--- src/design/rlsc_pkg.sv ---
// ----------------------------------------------------------------------------
// Radio link session controller package
// Item types, codes and constants shared by the session controller modules.
// ----------------------------------------------------------------------------
package rlsc_pkg;

  localparam int TABLE_ENTRIES_DEFAULT = 8;

  localparam logic [15:0] CONNECT_TIMEOUT_RST   = 16'd1000;
  localparam logic [15:0] LINK_LOST_TIMEOUT_RST = 16'd2000;
  localparam logic [15:0] STATS_INTERVAL_RST    = 16'd1000;
  localparam logic [15:0] PING_INTERVAL_RST     = 16'd1000;
  localparam logic [7:0]  PING_REQUEST_RST      = 8'd1;
  localparam logic [7:0]  PING_RESPONSE_RST     = 8'd2;

  // Age in 100 ms units: saturation point and reciprocal of 100 as (5243 >> 19).
  localparam logic [31:0] AGE_SAT_MS   = 32'd25500;
  localparam logic [7:0]  AGE_SAT_VAL  = 8'd255;
  localparam logic [12:0] AGE_RECIP    = 13'd5243;
  localparam int          AGE_SHIFT    = 19;

  typedef enum logic [2:0] {
    REG_CONNECT_TIMEOUT   = 3'd0,
    REG_LINK_LOST_TIMEOUT = 3'd1,
    REG_STATS_INTERVAL    = 3'd2,
    REG_PING_INTERVAL     = 3'd3,
    REG_PING_REQUEST      = 3'd4,
    REG_PING_RESPONSE     = 3'd5
  } reg_index_t;

  typedef enum logic [2:0] {
    CMD_TICK       = 3'd0,
    CMD_PACKET     = 3'd1,
    CMD_SCAN_START = 3'd2,
    CMD_SCAN_STOP  = 3'd3,
    CMD_CONNECT    = 3'd4,
    CMD_DISCONNECT = 3'd5,
    CMD_GET_STATS  = 3'd6
  } command_t;

  typedef enum logic [2:0] {
    PKT_BEACON     = 3'd0,
    PKT_CONNECT_OK = 3'd1,
    PKT_DISCONNECT = 3'd2,
    PKT_DATA       = 3'd3,
    PKT_STATS      = 3'd4
  } packet_type_t;

  typedef enum logic [3:0] {
    ACT_SCAN_RESULT   = 4'd0,
    ACT_SEND_CONNECT  = 4'd1,
    ACT_SEND_DISCONN  = 4'd2,
    ACT_CONNECTED     = 4'd3,
    ACT_DISCONNECTED  = 4'd4,
    ACT_STATS         = 4'd5,
    ACT_SEND_PING     = 4'd6,
    ACT_FORWARD_DATA  = 4'd7,
    ACT_RTT_MEASURED  = 4'd8,
    ACT_BAD_CONNECT   = 4'd9
  } action_t;

  localparam logic [15:0] REASON_HOST    = 16'd0;
  localparam logic [15:0] REASON_RADIO   = 16'd1;
  localparam logic [15:0] REASON_LINK    = 16'd2;
  localparam logic [15:0] REASON_TIMEOUT = 16'd3;

  typedef enum logic [2:0] {
    MODE_IDLE       = 3'b001,
    MODE_CONNECTING = 3'b010,
    MODE_SESSION    = 3'b100
  } mode_t;

  typedef struct packed {
    logic [2:0]  command;
    logic [31:0] now_ms;
    logic [2:0]  packet_type;
    logic [7:0]  source_id;
    logic [7:0]  signal_strength;
    logic [7:0]  payload_length;
    logic [7:0]  payload_first;
    logic [7:0]  payload_second;
  } evt_item_t;

  typedef struct packed {
    logic [3:0]  action;
    logic [7:0]  peer;
    logic [15:0] value_main;
    logic [7:0]  value_extra;
    logic        last_of_run;
  } res_item_t;

  typedef struct packed {
    logic [1:0] count;
    res_item_t  first;
    res_item_t  second;
  } res_pair_t;

  typedef struct packed {
    logic [15:0] connect_timeout;
    logic [15:0] link_lost_timeout;
    logic [15:0] stats_interval;
    logic [15:0] ping_interval;
    logic [7:0]  ping_request_code;
    logic [7:0]  ping_response_code;
  } cfg_t;

  function automatic res_item_t make_res(action_t act, logic [7:0] peer,
                                         logic [15:0] vmain, logic [7:0] vextra,
                                         logic last);
    res_item_t r;
    r.action      = act;
    r.peer        = peer;
    r.value_main  = vmain;
    r.value_extra = vextra;
    r.last_of_run = last;
    return r;
  endfunction

endpackage

--- src/design/rlsc_queue.sv ---
// ----------------------------------------------------------------------------
// Result queue
// Four-entry queue that takes up to two result items per cycle and hands
// out one per cycle while res_stall is low.
// ----------------------------------------------------------------------------
module rlsc_queue (
  input  logic               clk,
  input  logic               rst,
  input  rlsc_pkg::res_pair_t push,
  output logic               room,
  output logic               res_valid,
  input  logic               res_stall,
  output rlsc_pkg::res_item_t res
);
  import rlsc_pkg::*;

  res_item_t  mem [4];
  logic [1:0] wr_ptr;
  logic [1:0] rd_ptr;
  logic [2:0] count;
  logic       pop;

  assign pop       = res_valid && !res_stall;
  assign res_valid = (count != 3'd0);
  assign res       = mem[rd_ptr];
  assign room      = (count <= 3'd2);

  always_ff @(posedge clk) begin
    if (push.count != 2'd0) begin
      mem[wr_ptr] <= push.first;
    end
    if (push.count == 2'd2) begin
      mem[wr_ptr + 2'd1] <= push.second;
    end
  end

  always_ff @(posedge clk) begin
    if (rst) begin
      wr_ptr <= 2'd0;
      rd_ptr <= 2'd0;
      count  <= 3'd0;
    end else begin
      wr_ptr <= wr_ptr + push.count;
      if (pop) begin
        rd_ptr <= rd_ptr + 2'd1;
      end
      count <= count + {1'b0, push.count} - {2'b00, pop};
    end
  end

endmodule

--- src/design/rlsc_core.sv ---
// ----------------------------------------------------------------------------
// Session controller core
// Link state, timers, ping bookkeeping and the discovered peer table; turns
// one registered event item into up to two result items.
// ----------------------------------------------------------------------------
module rlsc_core #(
  parameter int TABLE_ENTRIES = rlsc_pkg::TABLE_ENTRIES_DEFAULT
) (
  input  logic                clk,
  input  logic                rst,
  input  logic                fire,
  input  rlsc_pkg::evt_item_t evt,
  input  rlsc_pkg::cfg_t      cfg,
  output rlsc_pkg::res_pair_t push
);
  import rlsc_pkg::*;

  localparam int IW = (TABLE_ENTRIES > 1) ? $clog2(TABLE_ENTRIES) : 1;

  mode_t       mode, mode_next;
  logic [7:0]  peer_id, peer_id_next;
  logic [31:0] connect_time, connect_time_next;
  logic [31:0] peer_rx_time, peer_rx_time_next;
  logic [31:0] stats_time, stats_time_next;
  logic [31:0] ping_time, ping_time_next;
  logic [31:0] ping_sent_time, ping_sent_time_next;
  logic [7:0]  ping_token, ping_token_next;
  logic        ping_pending, ping_pending_next;
  logic        scan_reporting, scan_reporting_next;
  logic [15:0] measured_rtt, measured_rtt_next;

  logic        table_valid [TABLE_ENTRIES];
  logic [7:0]  table_id    [TABLE_ENTRIES];
  logic [31:0] table_seen  [TABLE_ENTRIES];

  logic [IW-1:0] slot;
  logic [7:0]    age100;
  logic          table_write;
  res_pair_t     pair;

  // Peer table lookup: matching entry, else first free entry, else entry 0.
  always_comb begin
    logic          hit;
    logic          free;
    logic [IW-1:0] hit_idx;
    logic [IW-1:0] free_idx;
    logic [31:0]   age;
    logic [27:0]   prod;
    hit      = 1'b0;
    free     = 1'b0;
    hit_idx  = '0;
    free_idx = '0;
    for (int i = 0; i < TABLE_ENTRIES; i++) begin
      if (!hit && table_valid[i] && table_id[i] == evt.source_id) begin
        hit     = 1'b1;
        hit_idx = IW'(i);
      end
      if (!free && !table_valid[i]) begin
        free     = 1'b1;
        free_idx = IW'(i);
      end
    end
    slot = hit ? hit_idx : (free ? free_idx : '0);
    age  = table_valid[slot] ? (evt.now_ms - table_seen[slot]) : 32'd0;
    prod = age[14:0] * AGE_RECIP;
    age100 = (age >= AGE_SAT_MS) ? AGE_SAT_VAL : prod[AGE_SHIFT +: 8];
  end

  always_comb begin
    logic [31:0] d_conn;
    logic [31:0] d_rx;
    logic [31:0] d_stats;
    logic [31:0] d_ping;
    logic        stats_due;
    logic        ping_due;
    logic [7:0]  token_inc;
    logic [15:0] rtt;
    d_conn    = evt.now_ms - connect_time;
    d_rx      = evt.now_ms - peer_rx_time;
    d_stats   = evt.now_ms - stats_time;
    d_ping    = evt.now_ms - ping_time;
    stats_due = (d_stats >= {16'd0, cfg.stats_interval});
    ping_due  = !ping_pending && (d_ping >= {16'd0, cfg.ping_interval});
    token_inc = ping_token + 8'd1;
    rtt       = 16'(evt.now_ms - ping_sent_time);

    mode_next           = mode;
    peer_id_next        = peer_id;
    connect_time_next   = connect_time;
    peer_rx_time_next   = peer_rx_time;
    stats_time_next     = stats_time;
    ping_time_next      = ping_time;
    ping_sent_time_next = ping_sent_time;
    ping_token_next     = ping_token;
    ping_pending_next   = ping_pending;
    scan_reporting_next = scan_reporting;
    measured_rtt_next   = measured_rtt;
    table_write         = 1'b0;
    pair.count          = 2'd0;
    pair.first          = '0;
    pair.second         = '0;

    case (evt.command)
      CMD_TICK: begin
        if (mode == MODE_CONNECTING && d_conn >= {16'd0, cfg.connect_timeout}) begin
          pair.count        = 2'd1;
          pair.first        = make_res(ACT_DISCONNECTED, peer_id, REASON_TIMEOUT, 8'd0, 1'b1);
          peer_id_next      = 8'd0;
          ping_pending_next = 1'b0;
          mode_next         = MODE_IDLE;
        end else if (mode == MODE_SESSION) begin
          if (d_rx >= {16'd0, cfg.link_lost_timeout}) begin
            pair.count        = 2'd1;
            pair.first        = make_res(ACT_DISCONNECTED, peer_id, REASON_LINK, 8'd0, 1'b1);
            peer_id_next      = 8'd0;
            ping_pending_next = 1'b0;
            mode_next         = MODE_IDLE;
          end else begin
            if (stats_due) begin
              stats_time_next = evt.now_ms;
            end
            if (ping_due) begin
              ping_token_next     = token_inc;
              ping_pending_next   = 1'b1;
              ping_sent_time_next = evt.now_ms;
              ping_time_next      = evt.now_ms;
            end
            if (stats_due && ping_due) begin
              pair.count  = 2'd2;
              pair.first  = make_res(ACT_STATS, peer_id, measured_rtt, 8'd0, 1'b0);
              pair.second = make_res(ACT_SEND_PING, peer_id, {8'd0, token_inc}, 8'd0, 1'b1);
            end else if (stats_due) begin
              pair.count = 2'd1;
              pair.first = make_res(ACT_STATS, peer_id, measured_rtt, 8'd0, 1'b1);
            end else if (ping_due) begin
              pair.count = 2'd1;
              pair.first = make_res(ACT_SEND_PING, peer_id, {8'd0, token_inc}, 8'd0, 1'b1);
            end
          end
        end
      end
      CMD_PACKET: begin
        if (evt.packet_type == PKT_BEACON) begin
          table_write = 1'b1;
          if (scan_reporting) begin
            pair.count = 2'd1;
            pair.first = make_res(ACT_SCAN_RESULT, evt.source_id,
                                  {8'd0, evt.signal_strength}, age100, 1'b1);
          end
        end else if (mode == MODE_CONNECTING && evt.packet_type == PKT_CONNECT_OK &&
                     evt.source_id == peer_id) begin
          peer_rx_time_next = evt.now_ms;
          stats_time_next   = evt.now_ms;
          ping_time_next    = evt.now_ms;
          ping_pending_next = 1'b0;
          mode_next         = MODE_SESSION;
          pair.count        = 2'd1;
          pair.first        = make_res(ACT_CONNECTED, peer_id, 16'd0, 8'd0, 1'b1);
        end else if (mode == MODE_SESSION && evt.source_id == peer_id) begin
          peer_rx_time_next = evt.now_ms;
          if (evt.packet_type == PKT_DISCONNECT) begin
            pair.count        = 2'd1;
            pair.first        = make_res(ACT_DISCONNECTED, peer_id, REASON_RADIO, 8'd0, 1'b1);
            peer_id_next      = 8'd0;
            ping_pending_next = 1'b0;
            mode_next         = MODE_IDLE;
          end else if (evt.packet_type == PKT_DATA && evt.payload_length != 8'd0) begin
            pair.count = 2'd1;
            pair.first = make_res(ACT_FORWARD_DATA, peer_id, 16'd0, evt.payload_length, 1'b1);
          end else if (evt.packet_type == PKT_STATS && evt.payload_length >= 8'd2 &&
                       evt.payload_first == cfg.ping_response_code && ping_pending &&
                       evt.payload_second == ping_token) begin
            measured_rtt_next = rtt;
            ping_pending_next = 1'b0;
            pair.count        = 2'd1;
            pair.first        = make_res(ACT_RTT_MEASURED, peer_id, rtt, 8'd0, 1'b1);
          end
        end
      end
      CMD_SCAN_START: begin
        scan_reporting_next = 1'b1;
      end
      CMD_SCAN_STOP: begin
        scan_reporting_next = 1'b0;
      end
      CMD_CONNECT: begin
        pair.count = 2'd1;
        if (evt.payload_length != 8'd1) begin
          pair.first = make_res(ACT_BAD_CONNECT, evt.payload_first, 16'd0, 8'd0, 1'b1);
        end else begin
          peer_id_next      = evt.payload_first;
          connect_time_next = evt.now_ms;
          mode_next         = MODE_CONNECTING;
          pair.first = make_res(ACT_SEND_CONNECT, evt.payload_first, 16'd0, 8'd0, 1'b1);
        end
      end
      CMD_DISCONNECT: begin
        if (mode == MODE_CONNECTING || mode == MODE_SESSION) begin
          pair.count        = 2'd2;
          pair.first        = make_res(ACT_SEND_DISCONN, peer_id, 16'd0, 8'd0, 1'b0);
          pair.second       = make_res(ACT_DISCONNECTED, peer_id, REASON_HOST, 8'd0, 1'b1);
          peer_id_next      = 8'd0;
          ping_pending_next = 1'b0;
          mode_next         = MODE_IDLE;
        end
      end
      CMD_GET_STATS: begin
        pair.count = 2'd1;
        pair.first = make_res(ACT_STATS, peer_id, measured_rtt, 8'd0, 1'b1);
      end
      default: begin
      end
    endcase

    push = pair;
    if (!fire) begin
      push.count = 2'd0;
    end
  end

  always_ff @(posedge clk) begin
    if (rst) begin
      mode           <= MODE_IDLE;
      peer_id        <= 8'd0;
      connect_time   <= 32'd0;
      peer_rx_time   <= 32'd0;
      stats_time     <= 32'd0;
      ping_time      <= 32'd0;
      ping_sent_time <= 32'd0;
      ping_token     <= 8'd0;
      ping_pending   <= 1'b0;
      scan_reporting <= 1'b1;
      measured_rtt   <= 16'd0;
      for (int i = 0; i < TABLE_ENTRIES; i++) begin
        table_valid[i] <= 1'b0;
      end
    end else if (fire) begin
      mode           <= mode_next;
      peer_id        <= peer_id_next;
      connect_time   <= connect_time_next;
      peer_rx_time   <= peer_rx_time_next;
      stats_time     <= stats_time_next;
      ping_time      <= ping_time_next;
      ping_sent_time <= ping_sent_time_next;
      ping_token     <= ping_token_next;
      ping_pending   <= ping_pending_next;
      scan_reporting <= scan_reporting_next;
      measured_rtt   <= measured_rtt_next;
      if (table_write) begin
        table_valid[slot] <= 1'b1;
      end
    end
  end

  always_ff @(posedge clk) begin
    if (fire && table_write) begin
      table_id[slot]   <= evt.source_id;
      table_seen[slot] <= evt.now_ms;
    end
  end

endmodule

--- src/design/radio_link_session_controller_top.sv ---
// ----------------------------------------------------------------------------
// Radio link session controller
// An accepted item is registered, then the core writes its results into the queue.
// Throughput: one item per cycle while evt_stall is low; the result port passes
// one result per cycle unless res_stall; two-result items thus raise evt_stall.
// Reset: synchronous; clears link state, ping state, the peer table valid bits
// and the result queue, and loads the register reset values.
// ----------------------------------------------------------------------------
module radio_link_session_controller_top #(
  parameter int TABLE_ENTRIES = rlsc_pkg::TABLE_ENTRIES_DEFAULT
) (
  input  logic                clk,
  input  logic                rst,
  input  logic                evt_valid,
  output logic                evt_stall,
  input  rlsc_pkg::evt_item_t evt,
  output logic                res_valid,
  input  logic                res_stall,
  output rlsc_pkg::res_item_t res,
  input  logic                cfg_valid,
  output logic                cfg_ready,
  input  logic [2:0]          cfg_index,
  input  logic [15:0]         cfg_data
);
  import rlsc_pkg::*;

  evt_item_t evt_reg;
  logic      evt_reg_valid;
  logic      room;
  logic      fire;
  cfg_t      cfg;
  res_pair_t push;

  assign fire      = evt_reg_valid && room;
  assign evt_stall = evt_reg_valid && !room;
  assign cfg_ready = 1'b1;

  always_ff @(posedge clk) begin
    if (rst) begin
      evt_reg_valid <= 1'b0;
    end else if (!evt_stall) begin
      evt_reg_valid <= evt_valid;
    end
  end

  always_ff @(posedge clk) begin
    if (evt_valid && !evt_stall) begin
      evt_reg <= evt;
    end
  end

  always_ff @(posedge clk) begin
    if (rst) begin
      cfg.connect_timeout    <= CONNECT_TIMEOUT_RST;
      cfg.link_lost_timeout  <= LINK_LOST_TIMEOUT_RST;
      cfg.stats_interval     <= STATS_INTERVAL_RST;
      cfg.ping_interval      <= PING_INTERVAL_RST;
      cfg.ping_request_code  <= PING_REQUEST_RST;
      cfg.ping_response_code <= PING_RESPONSE_RST;
    end else if (cfg_valid && cfg_ready) begin
      case (cfg_index)
        REG_CONNECT_TIMEOUT:   cfg.connect_timeout    <= cfg_data;
        REG_LINK_LOST_TIMEOUT: cfg.link_lost_timeout  <= cfg_data;
        REG_STATS_INTERVAL:    cfg.stats_interval     <= cfg_data;
        REG_PING_INTERVAL:     cfg.ping_interval      <= cfg_data;
        REG_PING_REQUEST:      cfg.ping_request_code  <= cfg_data[7:0];
        REG_PING_RESPONSE:     cfg.ping_response_code <= cfg_data[7:0];
        default: begin
        end
      endcase
    end
  end

  rlsc_core #(
    .TABLE_ENTRIES(TABLE_ENTRIES)
  ) u_core (
    .clk  (clk),
    .rst  (rst),
    .fire (fire),
    .evt  (evt_reg),
    .cfg  (cfg),
    .push (push)
  );

  rlsc_queue u_queue (
    .clk       (clk),
    .rst       (rst),
    .push      (push),
    .room      (room),
    .res_valid (res_valid),
    .res_stall (res_stall),
    .res       (res)
  );

endmodule
--- config.mk ---
export PLATFORM = sky130hd
export DESIGN_NAME = radio_link_session_controller_top
export DESIGN_NICKNAME = d
export VERILOG_FILES = /design/src/design/rlsc_pkg.sv /design/src/design/rlsc_queue.sv /design/src/design/rlsc_core.sv /design/src/design/radio_link_session_controller_top.sv
export SDC_FILE = /design/constraint.sdc
export NUM_CORES = 2
export LEC_CHECK = 0
export ABC_AREA = 1
export BUFFER_PORTS_ARGS = -buffer_cell sky130_fd_sc_hd__buf_2
export CAP_MARGIN = 20
export CORE_MARGIN = 5
export CORE_UTILIZATION = 35
export DETAILED_ROUTE_END_ITERATION = 10
export PLACE_DENSITY_LB_ADDON = 0.08
export SLEW_MARGIN = 20
export SYNTH_ARGS = -nofsm -noshare
export SYNTH_HDL_FRONTEND = slang
export SYNTH_SLANG_ARGS = --single-unit
--- constraint.sdc ---
create_clock -name clk -period 8.7 [get_ports clk]
set_input_delay 0.435 -clock clk [delete_from_list [all_inputs] [get_ports clk]]
set_output_delay 0.435 -clock clk [all_outputs]
set_load 0.005 [all_outputs]
# Yosys cells after proc, flatten, opt, wreduce, memory -nomap -nowiden
# Memories as Yosys holds them, arrays and structs flattened. A register that Yosys moved wholly into a read port is not among the register bits.
# Cells that the tools add are included.
[word_totals] inputBits=102 register_bits=339 mem_count=4 elab_cells=318 mem_bits_rw=476 output_inout_bits=40
[op_classes] multipliers=1 bitwise=7 n_mux=121 eq_ne=48 n_lt_le_gt_ge=7 addsub=12 reduce_logical=90
[memory_table] name="u_core.table_seen" words=8 word_bits=32 read_ports=1 rd_clocked_by_memory_dff=0 wr=1 line="rlsc_core.sv:34" source="logic [31:0] table_seen [TABLE_ENTRIES];"
[memory_table] name="u_queue.mem" words=4 word_bits=37 read_ports=1 rd_clocked_by_memory_dff=1 wr=2 line="rlsc_queue.sv:17" source="res_item_t mem [4];"
[memory_table] name="u_core.table_id" words=8 word_bits=8 read_ports=8 rd_clocked_by_memory_dff=0 wr=1 line="rlsc_core.sv:33" source="logic [7:0] table_id [TABLE_ENTRIES];"
[memory_table] name="u_core.table_valid" words=8 word_bits=1 read_ports=9 rd_clocked_by_memory_dff=0 wr=8 line="rlsc_core.sv:32" source="logic table_valid [TABLE_ENTRIES];"
[ops] operator="32-bit two-way mux" n=13
[ops] operator="39-bit two-way mux" n=7
[ops] operator="39-bit case mux with 5 select lines" n=1
[ops] operator="38-bit two-way mux" n=5
[ops] operator="32-bit subtractor" n=5
[ops] operator="76-bit two-way mux" n=2
[ops] operator="32-bit by 16-bit >= comparator with 1-bit output" n=4
[ops] operator="32-bit case mux with 2 select lines" n=2
[ops] operator="37-bit two-way mux" n=3
[ops] operator="8-bit == test" n=11
[ops] operator="8-bit two-way mux" n=10
[ops] operator="37-bit case mux with 2 select lines" n=1
[ops] operator="3-bit two-way mux" n=20
[ops] operator="1-bit two-way mux" n=45
[ops] operator="1-bit logical AND" n=38
[ops] operator="36-bit two-way mux" n=1
[ops] operator="32-bit by 15-bit >= comparator with 1-bit output, second input constant" n=1
[ops] operator="8-bit case mux with 4 select lines" n=1
[ops] operator="15-bit by 13-bit multiplier with 27-bit output, second input constant" n=1
[ops] operator="1-bit logical NOT" n=24
[ops] operator="8-bit AND reduction" n=3
[ops] operator="3-bit by 2-bit == test with 1-bit output, second input constant" n=7
[ops] operator="3-bit == test, second input constant" n=6
[ops] operator="9-bit AND reduction" n=2
[ops] operator="other kinds (33)" n=73

# Logic depth before layout (Yosys ltp)
# An unclocked memory read counts as a cell.
[logic_depth] ltp_word=45 depth_mapped=55 depth_no_buf=53

# Hierarchy
# Synthesis repeated with hierarchy kept, for this count alone.
[unflattened] cells_unflattened=6455 area_unflattened_um2=52097.5
[modules_own_cells] mod="rlsc_core" seq_area_each_um2=13392.8 area_each_um2=38804.7 instances=1 cells_per_inst=5138
[modules_own_cells] mod="rlsc_queue" seq_area_each_um2=4624.4 area_each_um2=7751.2 instances=1 cells_per_inst=792
[modules_own_cells] mod="radio_link_session_controller_top" seq_area_each_um2=3963.8 area_each_um2=5541.6 instances=1 cells_per_inst=525

# Least setup slack after synthesis
# No wires, ideal clock.
[synth_timing] path_kind="register to register" from="register evt_reg[37] in the netlist's numbering" to="memory u_queue.mem[0][8] in the netlist's numbering" stages_incl_launch_ff=51 path_slack_ns=-0.168 setup_ns=0.114 path_buffers=4 period_less_slack_ns=8.868 required_time_ns=8.586 arrival_time_ns=8.755 path_cell_list="edfxtp_1 > buf_6 > inv_4 > nand2_1 > o21ai_1 > nand3b_1 > nor2_1 > nor2_2 > nand2_4 > nor2_8 > nand4_2 > nand2_4 > buf_6 > clkbuf_1 > clkbuf_1 > nand2_1 > a221oi_1 > ha_1 > [... 15 more ...] > inv_1 > fa_1 > inv_1 > fa_1 > inv_1 > ha_1 > nand2_1 > nor4_1 > nand2_1 > o211ai_1 > nand3_1 > nand2_1 > xor2_1 > o21ai_0 > a21oi_1 > nand4_2 > nand3_1 > nand2_1"
[synth_lines] item="from (decl)" line="radio_link_session_controller_top.sv:27" source="evt_item_t evt_reg;"
[synth_lines] item="from (signal assigned)" line="radio_link_session_controller_top.sv:48" source="evt_reg <= evt;"
[synth_lines] item="to (decl)" line="rlsc_queue.sv:17"

==> metrics.md <==
| Metric | Value |
|---|---|
| Worst Hold Class | `primary input to register` |
| Post-synth EDFFs | `around 470` |
| Flop pwr share | `40.1%` |
| Final core occ | `a little over two fifths` |
| Initial antenna violation count | `3` |
| Cell count after synthesis | `6317` |
| Register bit total from synthesis | `817` |
| Count of cell types in the netlist | `between 70 and 80` |
| Nets | `7301` |
| PortBufs | `140` |
| P per Cell Area | `174.4 mW/mm^2` |
| Worst EP arrival | `9.18 ns` |
| ANT cells | `0` |
| DIE HEIGHT | `391.4 um` |
| Clock Sinks | `817` |
| Async SR Flop Fraction | `0%` |
| Crit Path Category | `register to register` |
| Maximum clock insertion buffer count | `3` |
| Final hold viol count | `0` |
| CP max stage cell | `fa_1` |
| Worst skew pair latency | `0.72 ns` |
| Worst-path fanout max | `13` |
| Die area | `0.1532 mm^2` |
| Max reg flops | `256` |
| # Max-Cap Violations | `0` |
| Nature of the critical path endpoint | `register` |
| Max transition margin | `approximately a quarter` |
| Total Routing Usage GR | `roughly 22%` |
| Routed len/inst | `20.20 um` |
| Post-route minimum period | `~8.6 ns` |
| Internal Power | `roughly 7.4 mW` |
| Slew at the pin with the worst max-slew slack | `1.097 ns` |
| Sw power | `3.205 mW` |
| Syn avg cell area | `about 8 um^2` |
| Worst R2R Setup Slack | `0.11 ns` |
| Max Transition Viols Final | `0` |
| Antenna viol nets, final | `0` |
| Final Non-Filler Cells | `8775` |
| Total number of vias | `44.28k` |
| Max Fclk | `116.4 MHz` |
| Crit-path most repeated cell | `nand2_1` |
| Crit-path max cell delay | `0.54 ns` |
| Starting Density | `35.07%` |
| Area contributors post-synth | `edfxtp_1 (28%), dfxtp_1 (13%), nand2_1 (9.5%)` |
| Vias in the first global route | `about 43k` |
| Yosys top cell by area | `edfxtp_1` |
| Static Leak | `roughly 26 nW` |
| Largest net degree at the start of global routing | `96` |
| Crit path buffers/inverters | `11` |
| Max IR drop VDD | `between 0.1 and 0.15 mV` |
| Switching part of the total | `between 30% and 40%` |
| Drc violations | `0` |
| Gpl congestion | `0.9153` |
| Post-DP HPWL | `130800 um` |
| WL final | `~180000 um` |
| Setup crit start kind | `register` |
| First-pass GRT wire length | `264100 um` |
| Final worst path period share | `98.71%` |
| # IOs | `142` |
| Clk network pwr share | `40.0%` |
| Syn Nets | `roughly 6.8k` |
| Combinational cell fraction of total power | `between 10% and 20%` |
| Number of cell rows | `140` |
| H-tree levels | `3` |
| Post-synth top area share | `27.95%` |
| Placed cells | `8475` |
| Hold Slack | `0.07066 ns` |
| Primary FF master, synth | `edfxtp_1` |
| Power Total | `10.62 mW` |
| Status | `finished clean` |
| Yosys warns | `0` |
| Critical path's top delay family | `adder cells` |
| Root buf cell | `clkbuf_16` |
| Core Footprint | `0.1452 mm^2` |
| CTS tree | `built` |
| GR Overflow Total | `0` |
| Area of the mapped netlist | `0.05092 mm^2` |
| Drt first pass iters | `7` |
| Share of layout cells above drive strength 1 | `13.75%` |
| Post-DR vias/cell | `5.046` |
| Area Overhead vs Synth | `19.63%` |
| Clock Pin Slew Worst Setup and Hold Paths | `0.06 ns` |
| Final setup skew | `roughly 0.047 ns` |
| Sequential cell area fraction in the yosys report | `41.44%` |
| Final setup vio count | `0` |
| Die width | `391.4 um` |
| DR iter-0 viols | `3077` |
| RSZ-0062 raised after global routing | `yes` |
| TritonCTS Buffers | `96` |
| Required @ worst endpoint | `9.29 ns` |
==> synthesized netlist by cell type (all sizes together) (3+ instances only) <==
library cell and number:
o22ai 85, nand3b 13, edfxtp 474, o31ai 3
a221oi 6, nor3 70, o21bai 21, xor2 119
nor2 703, nor4 15, nand2 1320, inv 863
nand3 359, nand4 97, nor3b 3, xnor2 54
o221ai 14, buf 81, a21o 25, and3 4
a211oi 38, o32ai 12, o21ai 441, ha 350
fa 75, clkbuf 117, clkinv 9, o211ai 35
a22oi 5, dfxtp 343, a21oi 474, o21a 11
or2 18, a31oi 28, a41oi 3, a21boi 12
==> metrics by stage <==
step / setup TNS [ns] / cell area [um^2] / setup slack [ns]
after global routing: -5.818 / 60920 / -0.3527
after global placement: -1.974 / 55430 / -0.2468
final: 0 / 60920 / 0.1123
after CTS: 0 / 59780 / 0.004533
after floorplan: 0 / 50930 / 0.02925
after detailed placement: -4.059 / 55430 / -0.2977
==> power by group through the flow <==
stage,Combinational [mW],Sequential (mW),Clock [mW]
4_1_cts,2.10,4.26,4.36
6_report,2.11,4.26,4.25
3_5_place_dp,2.06,4.35,0
3_3_place_gp,2.05,4.35,0
2_1_floorplan,1.27,4.34,0
5_1_grt,2.36,4.27,4.52
==> placed cells by master (no fill, tap or decap), types with 295 or more instances in the layout <==
master / n
edfxtp_1: 474
a21oi_1: 447
nand3_1: 328
ha_1: 323
o21ai_0: 410
dfxtp_1: 342
inv_1: 806
buf_4: 295
nor2_1: 655
nand2_1: 1270
==> kinds of logic (layout without fill, tap and decap cells) <==
family | count (synthesis) | in the layout | share of synthesized area, %
AO/OA/AOI/OAI | 1226 | 1226 | 13.59
XOR/XNOR | 173 | 173 | 2.976
adder cells (fa/ha/maj) | 425 | 425 | 11.55
buffers and inverters | 1070 | 1611 | 8.600
flip-flops | 817 | 817 | 41.44
other | 1 | 1 | 0.007364
AND/OR/NAND/NOR | 2605 | 2605 | 21.84
==> cell type report <==
| type | count | area, um^2 |
|---|---|---|
| flip-flops and latches | 817 | 21100 |
| clock buffers | 140 | 2770 |
| fillers | 14734 | 84300 |
| repair buffers | 557 | 4313 |
| well taps | 1917 | 2399 |
| multi-input cells | 4430 | 26440 |
| inverters | 872 | 3346 |
| clock inverters | 42 | 545.5 |
==> what timing repair did <==
| action | in CTS | in global routing |
|---|---|---|
| hold buffers | 80 | 0 |
| pin swaps | 17 | 129 |
| endpoints found under the setup margin | 32 | 32 |
| hold endpoints to repair | 81 | 0 |
| resized for setup | 41 | 193 |
| gates cloned | 1 | 1 |
| setup buffers | 3 | 33 |
==> worst register-to-register path, delay by kind of cell (launching register included) <==
family                   cells  cell delay [ns]
buffers and inverters       11             1.31
AND/OR/NAND/NOR             21             2.28
XOR/XNOR                     2             0.34
adder cells (fa/ha/maj)      7             2.85
flip-flops                   1             0.44
AO/OA/AOI/OAI                9             1.28
==> metal layers <==
metal / GRT usage, % / share of wire [%] / vias up
li1: - / - / 22058
met1: 30.67 / 46 / 21055
met2: 38.13 / 47 / 934
met3: 2.412 / 4.0 / 236
met4: 5.501 / 2.5 / 0
met5: 0 / 0 / -
==> path summary, 6_finish.rpt <==
| path | from | end | cells past startpoint |
|---|---|---|---|
| setup reg to reg | evt_reg[32] | u_queue.mem[1][8] | 50 |
| setup / recovery | evt_reg[32] | u_queue.mem[1][8] | 50 |
| hold / removal | cfg_data[8] | cfg[72] | 3 |
| hold reg to reg | u_core.ping_sent_time[13] | u_core.ping_sent_time[13] | 2 |
No activity file was read; power rests on OpenSTA's default activity.
